--- src/rtl/core/lbts_pkg.sv ---
// lbts_pkg: shared widths, codes, queue word type and helper for the texel shader
// no dependencies; imported by every module of the block
`default_nettype none

package lbts_pkg;

  // stream and field widths
  localparam int WORD_W     = 32;
  localparam int BYTE_W     = 8;
  localparam int CH         = 3;
  localparam int IN_DATA_W  = 5 * WORD_W;

  // light arithmetic
  localparam int EDGE_W     = 27;
  localparam int ROW_W      = 21;
  localparam int LIGHT_W    = 20;
  localparam int ROW_SHIFT  = 6;
  localparam int LIGHT_POS  = 16;
  localparam int FRAC_SHIFT = 18;
  localparam int PROD_W     = BYTE_W + LIGHT_W;
  localparam int SAT_W      = PROD_W - FRAC_SHIFT;
  localparam logic [BYTE_W-1:0] SAT_MAX = 8'd255;

  // configuration port
  localparam int CFG_IDX_W  = 1;
  localparam int CFG_DATA_W = 2;
  localparam int MIP_W      = 2;
  localparam logic [CFG_IDX_W-1:0] CFG_MIP_LEVEL    = 1'b0;
  localparam logic [CFG_IDX_W-1:0] CFG_COLORED_MODE = 1'b1;

  // item kinds
  localparam logic CMD_LOAD  = 1'b0;
  localparam logic CMD_TEXEL = 1'b1;

  // defaults for top-level parameters
  localparam int BLOCK_SIDE_LOG2_DEF = 4;
  localparam int QUEUE_DEPTH_DEF     = 4;

  typedef logic [CH-1:0][LIGHT_W-1:0] light_vec_t;

  // one texel word in flight between front and back
  typedef struct packed {
    logic [WORD_W-1:0] texel;
    light_vec_t        light;
    logic              row_end;
    logic              block_end;
  } lbts_entry_t;

  // 3 * (a - b) << 16 as a signed edge value
  function automatic logic signed [EDGE_W-1:0] tri_shift(input logic [BYTE_W-1:0] a,
                                                         input logic [BYTE_W-1:0] b);
    logic signed [EDGE_W-LIGHT_POS-1:0] d;
    logic signed [EDGE_W-LIGHT_POS-1:0] t;
    d = $signed({3'b000, a}) - $signed({3'b000, b});
    t = d + (d <<< 1);
    return $signed({t, {LIGHT_POS{1'b0}}});
  endfunction

endpackage

`default_nettype wire

--- src/rtl/core/lbts_front.sv ---
// lbts_front: accepts stream words, keeps edge and row light state, queues lit-ready texels
// depends on lbts_pkg
`default_nettype none

module lbts_front #(
  parameter int BLOCK_SIDE_LOG2 = lbts_pkg::BLOCK_SIDE_LOG2_DEF
) (
  input  logic                            clk,
  input  logic                            rst,
  input  logic                            cfg_we,
  input  logic [lbts_pkg::CFG_IDX_W-1:0]  cfg_index,
  input  logic [lbts_pkg::CFG_DATA_W-1:0] cfg_data,
  input  logic                            in_valid,
  output logic                            in_ready,
  input  logic                            in_cmd,
  input  logic [lbts_pkg::WORD_W-1:0]     corner_top_left,
  input  logic [lbts_pkg::WORD_W-1:0]     corner_top_right,
  input  logic [lbts_pkg::WORD_W-1:0]     corner_bottom_left,
  input  logic [lbts_pkg::WORD_W-1:0]     corner_bottom_right,
  input  logic [lbts_pkg::WORD_W-1:0]     texel_color,
  output logic                            push,
  output lbts_pkg::lbts_entry_t           push_data,
  input  logic                            q_full
);
  import lbts_pkg::*;

  localparam int SIDE_W = $clog2(BLOCK_SIDE_LOG2 + 1);
  localparam int SHW    = $clog2(BLOCK_SIDE_LOG2 + ROW_SHIFT + 1);
  localparam logic [BLOCK_SIDE_LOG2-1:0] ONES = '1;

  // control state
  logic [MIP_W-1:0]           mip_level;
  logic                       colored_mode;
  logic                       active;
  logic [SIDE_W-1:0]          side_log2;
  logic                       block_colored;
  logic [BLOCK_SIDE_LOG2-1:0] column_count;
  logic [BLOCK_SIDE_LOG2-1:0] row_count;

  // per-component light state; right edge kept as a difference to the left edge
  logic signed [EDGE_W-1:0] edge_left      [CH];
  logic signed [EDGE_W-1:0] edge_left_step [CH];
  logic signed [EDGE_W-1:0] edge_diff      [CH];
  logic signed [EDGE_W-1:0] edge_diff_step [CH];
  logic signed [ROW_W-1:0]  row_light      [CH];
  logic signed [ROW_W-1:0]  row_step       [CH];

  // load-time values
  logic [SIDE_W-1:0]        side_calc;
  logic [SHW-1:0]           shift_load;
  logic signed [EDGE_W-1:0] el_load  [CH];
  logic signed [EDGE_W-1:0] els_load [CH];
  logic signed [EDGE_W-1:0] ers_load [CH];
  logic signed [EDGE_W-1:0] ed_load  [CH];
  logic signed [EDGE_W-1:0] rs_wide_load [CH];

  // texel-time values
  logic [SHW-1:0]           shift_row;
  logic signed [EDGE_W-1:0] el_next   [CH];
  logic signed [EDGE_W-1:0] ed_next   [CH];
  logic signed [EDGE_W-1:0] rs_wide_next [CH];
  logic signed [ROW_W-1:0]  rl_src    [CH];

  logic [BLOCK_SIDE_LOG2-1:0] side_mask;
  logic                       last_col;
  logic                       last_row;
  logic                       accept;
  logic                       load;

  assign in_ready = !q_full;
  assign accept   = in_valid && in_ready;
  assign load     = accept && (in_cmd == CMD_LOAD);
  assign push     = accept && (in_cmd == CMD_TEXEL) && active;

  assign side_mask = ~(ONES << side_log2);
  assign last_col  = column_count >= side_mask;
  assign last_row  = row_count >= side_mask;

  always_comb begin
    if (BLOCK_SIDE_LOG2 > int'(mip_level)) begin
      side_calc = SIDE_W'(BLOCK_SIDE_LOG2 - int'(mip_level));
    end else begin
      side_calc = '0;
    end
    shift_load = SHW'(side_calc) + SHW'(ROW_SHIFT);
    shift_row  = SHW'(side_log2) + SHW'(ROW_SHIFT);
    for (int k = 0; k < CH; k++) begin
      el_load[k]  = tri_shift(corner_top_left[BYTE_W*k +: BYTE_W], '0);
      els_load[k] = tri_shift(corner_bottom_left[BYTE_W*k +: BYTE_W],
                              corner_top_left[BYTE_W*k +: BYTE_W]) >>> side_calc;
      ers_load[k] = tri_shift(corner_bottom_right[BYTE_W*k +: BYTE_W],
                              corner_top_right[BYTE_W*k +: BYTE_W]) >>> side_calc;
      ed_load[k]  = tri_shift(corner_top_right[BYTE_W*k +: BYTE_W],
                              corner_top_left[BYTE_W*k +: BYTE_W]);
      rs_wide_load[k] = ed_load[k] >>> shift_load;

      el_next[k]      = edge_left[k] + edge_left_step[k];
      ed_next[k]      = edge_diff[k] + edge_diff_step[k];
      rs_wide_next[k] = ed_next[k] >>> shift_row;

      // grayscale takes component 0 everywhere; a negative light counts as dark
      rl_src[k] = block_colored ? row_light[k] : row_light[0];
      push_data.light[k] = rl_src[k][ROW_W-1] ? '0 : rl_src[k][LIGHT_W-1:0];
    end
    push_data.texel     = texel_color;
    push_data.row_end   = last_col;
    push_data.block_end = last_col && last_row;
  end

  always_ff @(posedge clk) begin
    if (rst) begin
      mip_level     <= '0;
      colored_mode  <= 1'b1;
      active        <= 1'b0;
      side_log2     <= '0;
      block_colored <= 1'b0;
      column_count  <= '0;
      row_count     <= '0;
    end else begin
      if (cfg_we) begin
        unique case (cfg_index)
          CFG_MIP_LEVEL:    mip_level    <= cfg_data[MIP_W-1:0];
          CFG_COLORED_MODE: colored_mode <= cfg_data[0];
          default:          ;
        endcase
      end
      if (load) begin
        side_log2     <= side_calc;
        block_colored <= colored_mode;
        active        <= 1'b1;
        column_count  <= '0;
        row_count     <= '0;
      end else if (push) begin
        if (last_col) begin
          column_count <= '0;
          if (last_row) begin
            row_count <= '0;
            active    <= 1'b0;
          end else begin
            row_count <= row_count + 1'b1;
          end
        end else begin
          column_count <= column_count + 1'b1;
        end
      end
    end
  end

  always_ff @(posedge clk) begin
    for (int k = 0; k < CH; k++) begin
      if (load) begin
        edge_left[k]      <= el_load[k];
        edge_left_step[k] <= els_load[k];
        edge_diff[k]      <= ed_load[k];
        edge_diff_step[k] <= ers_load[k] - els_load[k];
        row_light[k]      <= el_load[k][ROW_SHIFT +: ROW_W];
        row_step[k]       <= rs_wide_load[k][ROW_W-1:0];
      end else if (push) begin
        if (last_col) begin
          edge_left[k] <= el_next[k];
          edge_diff[k] <= ed_next[k];
        end
        if (last_col && !last_row) begin
          row_light[k] <= el_next[k][ROW_SHIFT +: ROW_W];
          row_step[k]  <= rs_wide_next[k][ROW_W-1:0];
        end else begin
          row_light[k] <= row_light[k] + row_step[k];
        end
      end
    end
  end

endmodule

`default_nettype wire

--- src/rtl/core/lbts_queue.sv ---
// lbts_queue: short register queue of texel words between front and back
// depends on lbts_pkg
`default_nettype none

module lbts_queue #(
  parameter int DEPTH = lbts_pkg::QUEUE_DEPTH_DEF
) (
  input  logic                  clk,
  input  logic                  rst,
  input  logic                  push,
  input  lbts_pkg::lbts_entry_t push_data,
  output logic                  full,
  input  logic                  pop,
  output lbts_pkg::lbts_entry_t pop_data,
  output logic                  not_empty
);
  import lbts_pkg::*;

  localparam int PTR_W = (DEPTH > 1) ? $clog2(DEPTH) : 1;
  localparam int CNT_W = $clog2(DEPTH + 1);

  lbts_entry_t      slots [DEPTH];
  logic [PTR_W-1:0] wr_ptr;
  logic [PTR_W-1:0] rd_ptr;
  logic [CNT_W-1:0] count;

  assign full      = count == CNT_W'(DEPTH);
  assign not_empty = count != '0;
  assign pop_data  = slots[rd_ptr];

  always_ff @(posedge clk) begin
    if (rst) begin
      wr_ptr <= '0;
      rd_ptr <= '0;
      count  <= '0;
    end else begin
      if (push) begin
        wr_ptr <= (wr_ptr == PTR_W'(DEPTH - 1)) ? '0 : wr_ptr + 1'b1;
      end
      if (pop) begin
        rd_ptr <= (rd_ptr == PTR_W'(DEPTH - 1)) ? '0 : rd_ptr + 1'b1;
      end
      if (push && !pop) begin
        count <= count + 1'b1;
      end else if (pop && !push) begin
        count <= count - 1'b1;
      end
    end
  end

  always_ff @(posedge clk) begin
    if (push) begin
      slots[wr_ptr] <= push_data;
    end
  end

endmodule

`default_nettype wire

--- src/rtl/core/lbts_back.sv ---
// lbts_back: multiplies colour bytes by light, saturates, holds the output register
// depends on lbts_pkg
`default_nettype none

module lbts_back (
  input  logic                        clk,
  input  logic                        rst,
  input  logic                        q_valid,
  output logic                        q_pop,
  input  lbts_pkg::lbts_entry_t       q_data,
  output logic                        out_valid,
  input  logic                        out_ready,
  output logic [lbts_pkg::WORD_W-1:0] lit_color,
  output logic                        row_end,
  output logic                        block_end
);
  import lbts_pkg::*;

  logic [PROD_W-1:0] prod [CH];
  logic [SAT_W-1:0]  scaled [CH];
  logic [WORD_W-1:0] lit_next;

  assign q_pop = q_valid && (!out_valid || out_ready);

  always_comb begin
    lit_next = '0;
    for (int k = 0; k < CH; k++) begin
      prod[k]   = PROD_W'(q_data.texel[BYTE_W*k +: BYTE_W]) * PROD_W'(q_data.light[k]);
      scaled[k] = prod[k][PROD_W-1:FRAC_SHIFT];
      lit_next[BYTE_W*k +: BYTE_W] = (|scaled[k][SAT_W-1:BYTE_W]) ? SAT_MAX
                                                                  : scaled[k][BYTE_W-1:0];
    end
    lit_next[WORD_W-1 -: BYTE_W] = q_data.texel[WORD_W-1 -: BYTE_W];
  end

  always_ff @(posedge clk) begin
    if (rst) begin
      out_valid <= 1'b0;
    end else if (q_pop) begin
      out_valid <= 1'b1;
    end else if (out_ready) begin
      out_valid <= 1'b0;
    end
  end

  always_ff @(posedge clk) begin
    if (q_pop) begin
      lit_color <= lit_next;
      row_end   <= q_data.row_end;
      block_end <= q_data.block_end;
    end
  end

endmodule

`default_nettype wire

--- src/rtl/core/lightmap_block_texel_shader.sv ---
// lightmap_block_texel_shader: top level, bilinear lightmap modulation of one texel block
// depends on lbts_pkg, lbts_front, lbts_queue, lbts_back
//
//  channel  | dir | handshake              | word contents (lowest bit first)
//  ---------+-----+------------------------+------------------------------------------------
//  s_axis   | in  | s_axis_tvalid/tready   | tdata: corner tl, tr, bl, br, texel (32b each)
//           |     |                        | tuser: cmd (0 load corners, 1 texel)
//  m_axis   | out | m_axis_tvalid/tready   | tdata: lit_color; tuser: row_end; tlast: block_end
//  cfg      | in  | cfg_we                 | cfg_index 0 mip_level, 1 colored_mode; cfg_data
//
//  one word per cycle sustained while the queue is not full; a texel's light is picked up as
//  it is taken, then the texel is written into the queue and, once popped, multiplied into
//  the output register; s_axis_tready drops only when the front-to-back queue is full
//  a stalled output holds its register while the queue keeps absorbing texels
//  reset clears control state only; no clearing pass, block is ready after reset
`default_nettype none

module lightmap_block_texel_shader #(
  parameter int BLOCK_SIDE_LOG2 = lbts_pkg::BLOCK_SIDE_LOG2_DEF,
  parameter int QUEUE_DEPTH     = lbts_pkg::QUEUE_DEPTH_DEF
) (
  input  logic                             clk,
  input  logic                             rst,
  // configuration writes
  input  logic                             cfg_we,
  input  logic [lbts_pkg::CFG_IDX_W-1:0]   cfg_index,
  input  logic [lbts_pkg::CFG_DATA_W-1:0]  cfg_data,
  // input stream
  input  logic                             s_axis_tvalid,
  output logic                             s_axis_tready,
  input  logic [lbts_pkg::IN_DATA_W-1:0]   s_axis_tdata,  // corner_top_left, corner_top_right,
                                                          // corner_bottom_left,
                                                          // corner_bottom_right, texel_color
  input  logic                             s_axis_tuser,  // cmd
  // output stream
  output logic                             m_axis_tvalid,
  input  logic                             m_axis_tready,
  output logic [lbts_pkg::WORD_W-1:0]      m_axis_tdata,  // lit_color
  output logic                             m_axis_tuser,  // row_end
  output logic                             m_axis_tlast   // block_end
);
  import lbts_pkg::*;

  // queue handshake between the two halves
  lbts_entry_t push_data;
  lbts_entry_t pop_data;
  logic        push;
  logic        pop;
  logic        q_full;
  logic        q_not_empty;

  // front: latches config at each load, steps row lights per texel and edge lights per row
  lbts_front #(
    .BLOCK_SIDE_LOG2(BLOCK_SIDE_LOG2)
  ) u_front (
    .clk                (clk),
    .rst                (rst),
    .cfg_we             (cfg_we),
    .cfg_index          (cfg_index),
    .cfg_data           (cfg_data),
    .in_valid           (s_axis_tvalid),
    .in_ready           (s_axis_tready),
    .in_cmd             (s_axis_tuser),
    .corner_top_left    (s_axis_tdata[0*WORD_W +: WORD_W]),
    .corner_top_right   (s_axis_tdata[1*WORD_W +: WORD_W]),
    .corner_bottom_left (s_axis_tdata[2*WORD_W +: WORD_W]),
    .corner_bottom_right(s_axis_tdata[3*WORD_W +: WORD_W]),
    .texel_color        (s_axis_tdata[4*WORD_W +: WORD_W]),
    .push               (push),
    .push_data          (push_data),
    .q_full             (q_full)
  );

  // short queue so that an output stall does not stop the front at once
  lbts_queue #(
    .DEPTH(QUEUE_DEPTH)
  ) u_queue (
    .clk      (clk),
    .rst      (rst),
    .push     (push),
    .push_data(push_data),
    .full     (q_full),
    .pop      (pop),
    .pop_data (pop_data),
    .not_empty(q_not_empty)
  );

  // back: three byte-by-light multiplies, saturate, output register
  lbts_back u_back (
    .clk      (clk),
    .rst      (rst),
    .q_valid  (q_not_empty),
    .q_pop    (pop),
    .q_data   (pop_data),
    .out_valid(m_axis_tvalid),
    .out_ready(m_axis_tready),
    .lit_color(m_axis_tdata),
    .row_end  (m_axis_tuser),
    .block_end(m_axis_tlast)
  );

endmodule

`default_nettype wire

--- config.mk ---
export PLATFORM = sky130hd
export DESIGN_NAME = lightmap_block_texel_shader
export DESIGN_NICKNAME = d
export VERILOG_FILES = /design/src/rtl/core/lbts_pkg.sv /design/src/rtl/core/lbts_front.sv /design/src/rtl/core/lbts_queue.sv /design/src/rtl/core/lbts_back.sv /design/src/rtl/core/lightmap_block_texel_shader.sv
export SDC_FILE = /design/constraint.sdc
export NUM_CORES = 2
export LEC_CHECK = 0
export ABC_CLOCK_PERIOD_IN_PS = 22700
export BUFFER_PORTS_ARGS = -buffer_cell sky130_fd_sc_hd__buf_4
export CAP_MARGIN = 25
export CORE_UTILIZATION = 25
export DETAILED_ROUTE_END_ITERATION = 12
export PLACE_DENSITY_LB_ADDON = 0.1
export SETUP_SLACK_MARGIN = 0.1
export SKIP_CTS_REPAIR_TIMING = 1
export SLEW_MARGIN = 15
export SYNTH_ARGS = -nofsm -noshare
export SYNTH_HDL_FRONTEND = slang
export SYNTH_SLANG_ARGS = --single-unit
--- constraint.sdc ---
create_clock -name clk -period 22.7 [get_ports clk]
set_clock_uncertainty 0.1 [all_clocks]
set_input_delay 4.54 -clock clk [delete_from_list [all_inputs] [get_ports clk]]
set_output_delay 4.54 -clock clk [all_outputs]
set_load 0.02 [all_outputs]
==> flow_metrics.env <==
export IMPL_postRouteWirelength_um=217000
export IMPL_layout_min_cycle_time_ns=9.63
export IMPL_drtPass1Iterations=5
export IMPL_stdcell_area_um2=74000
export IMPL_clk_insertion_delay_late_ns=0.74
export IMPL_netlist_area_um2=65400
export IMPL_root_buffer="clkbuf_16"
export IMPL_track_usage_pct=16.3
export IMPL_min_to="u_front.side_log2[2]"
export IMPL_busiest_layer="met2"
export IMPL_start_util_pct=25.2
export IMPL_hold_viol=0
export IMPL_cp_start_kind="input pin"
export IMPL_synth_distinct_cells=94
export IMPL_worstReg2RegEnd="u_back.lit_color[11]"
export IMPL_cts_sinks=778
export IMPL_status="finished, final reports clean"
export IMPL_cts_tree="yes"
export IMPL_rrSetupSlack_ns=14.34
export IMPL_drt_iter0_drc=2814
export IMPL_die_height_um=514
export IMPL_async_reset_ff_share_pct=0
export IMPL_synthCells=6346
export IMPL_end_kind="register"
export IMPL_crit_type="in -> reg"
export IMPL_final_common_cell="edfxtp_1"
export IMPL_fin_nets=7516
export IMPL_stdcell_count=10030
export IMPL_grt_pass1_wl_um=324000
export IMPL_maxCapViolCount=0
export IMPL_place_area_um2=70800
export IMPL_drive_above_1_share_pct=9.25
export IMPL_synth_main_ff_cell="edfxtp_1"
export IMPL_num_io_pins=205
export IMPL_use_met1_pct=23.0
export IMPL_syn_num_nets=7409
export IMPL_areaGrowthSynthToFinish_pct=13.1
export IMPL_cts_buffers=98
export IMPL_hold_depth=2
export IMPL_gp_congestion=0.862
export IMPL_crit_fanout=9
export IMPL_fillCellCount=27258
export IMPL_drtAntennaViolNets=0
export IMPL_antenna_found_initial=13
export IMPL_grt_max_degree=68
export IMPL_yosysSeqAreaShare_pct=35.3
export IMPL_cp_arrival_ns=9.98
export IMPL_yosysWarnings=0
export IMPL_hold_path_class="reg -> reg"
export IMPL_met2_usage_pct=25.9
export IMPL_synth_seq_cells=778
export IMPL_grt_pass1_vias=49446
export IMPL_tns_ns=0
export IMPL_fmax_ghz=0.104
export IMPL_htreeDepth=3
export IMPL_hold_start="u_front.side_log2[2]"
export IMPL_r2r_cells=22
export IMPL_finalMaxSlewViolations=0
export IMPL_syn_area_per_cell_um2=10.3
export IMPL_finalSetupViolCount=0
export IMPL_die_w_um=514
export IMPL_vias=47926
export IMPL_dp_hpwl_um=166000
export IMPL_detail_route_wl_per_cell_um=21.6
export IMPL_synth_edf_count=752
export IMPL_dieArea_um2=264000
export IMPL_met3_usage_pct=1.81
export IMPL_grt_setup_unrepaired="false"
export IMPL_clkTransAtPathRegs_ns=0.06
export IMPL_vias_per_cell=4.78
export IMPL_final_cell_mix="752 x edfxtp_1, 588 x nand2_1, 558 x inv_1, 539 x ha_1"
export IMPL_portBuffers=172
export IMPL_critPathRequiredTime_ns=23.05
export IMPL_dp_cells=9849
export IMPL_worst_pin_slew_ns=1.10
export IMPL_overflow=0
export IMPL_drc_errors=0
export IMPL_cts_max_path_buffers=3
export IMPL_timing_final_crit_share_pct=42.4
export IMPL_row_count=187
export IMPL_core_um2=260000
export IMPL_max_slew_margin_pct=26.1
-- final cells by class --
| cell class | count | area [um2] | area share [%] |
|---|---|---|---|
| antenna | 5 | 12.5 | 0.0169 |
| inverter | 566 | 2130 | 2.88 |
| timing repair buffer | 238 | 1790 | 2.42 |
| sequential | 778 | 23100 | 31.3 |
| clock buffer | 119 | 2550 | 3.45 |
| clock inverter | 57 | 562 | 0.760 |
| tap | 3496 | 4370 | 5.91 |
| multi-input combinational | 4771 | 39400 | 53.3 |
-- Yosys cell counts (all sizes together) (20+ instances only) --
cell	instances	area share, %
a221oi	21	0.29
or2	20	0.19
a21o	155	1.8
mux2	35	0.60
o21ai	271	2.1
nor2	398	2.3
nand2b	89	0.85
dfxtp	26	0.80
mux4	117	4.0
o21bai	51	0.59
xor2	116	1.6
o21a	92	1.1
buf	46	0.29
and2	340	3.3
o22ai	25	0.24
clkbuf	185	1.1
a21oi	396	3.0
mux2i	131	2.0
edfxtp	752	35
o31ai	21	0.24
a22oi	30	0.34
a31oi	27	0.26
fa	352	11
nor3	117	0.90
xnor2	190	2.5
or3	43	0.41
a211oi	55	0.65
o211ai	55	0.63
a211o	32	0.43
inv	561	3.2
nor2b	69	0.66
nand3	75	0.57
and3	27	0.26
nand2	591	3.4
o221ai	24	0.32
nand4	28	0.27
ha	542	10
-- metal layers --
metal,share of wire [%],up-vias,wire length (um)
met4,3.2,2,6930
met3,3.3,242,7220
met2,45,879,96900
li1,-,22986,-
met1,49,23817,106000
met5,0.0060,-,13
-- state kept, by name (all words and copies together), names as in the netlist, 3 cells and up, named ones only --
name	count
u_front.row_step	63
u_queue.slots	376
u_queue.count	3
u_front.edge_left_step	54
u_front.edge_left	54
u_front.row_light	63
u_front.edge_diff	54
u_front.side_log2	3
u_back.lit_color	32
u_front.column_count	4
u_front.row_count	4
u_front.edge_diff_step	54
-- critical path: stages --
cell and delay [ns]:
buf_4 0.14, inv_1 0.38, ha_1 0.36, a21o_1 0.19, a21oi_1 0.24, o21bai_1 0.12
a21oi_1 0.23, o21bai_1 0.08, a21oi_1 0.70, ha_1 0.41, a21oi_1 0.36, nand2_1 0.13
a31oi_1 0.40, a21o_1 0.19, ha_1 0.26, a21o_1 0.20, nor2_1 0.20, o22ai_1 0.15
o41ai_1 0.43, o21ba_2 0.20, xnor2_1 0.06
-- metrics by stage --
stage,utilization (%),setup WS (ns),hold slack [ns]
6_report,28.5,13.07,0.380
5_1_grt,28.4,12.61,0.417
4_1_cts,28.4,13.13,0.388
3_5_place_dp,27.2,12.37,0.380
3_3_place_gp,27.2,12.34,0.362
2_1_floorplan,-,13.32,0.328
-- cells by family (layout without fill, tap and decap cells) --
group                    count (synthesis)  in the layout  synth area share (%)
XOR/XNOR                               306            306                  4.10
AND/OR/NAND/NOR                       1849           1849                  13.7
buffers and inverters                  797            980                  4.60
multiplexers                           283            283                  6.64
AO/OA/AOI/OAI                         1439           1439                  14.5
flip-flops                             778            778                  35.3
other                                    0              5                     0
adder cells (fa/ha/maj)                894            894                  21.1
-- how the worst max path moves through the flow --
stage / startpoint / to / slack (ns)
detailed placement: s_axis_tdata[2] / u_front.edge_diff_step[0][25] / 12.37
finish: s_axis_tdata[2] / u_front.edge_diff_step[0][25] / 13.07
CTS: s_axis_tdata[2] / u_front.edge_diff_step[0][25] / 13.13
global route: s_axis_tdata[2] / u_front.edge_diff_step[0][25] / 12.61
global placement: s_axis_tdata[2] / u_front.edge_diff_step[0][25] / 12.34
floorplan: s_axis_tdata[104] / u_front.edge_diff_step[0][50] / 13.32
Power is left out: the tool's default activity adds up to more than one toggle a clock period on the data nets, which glitch-free logic cannot reach.
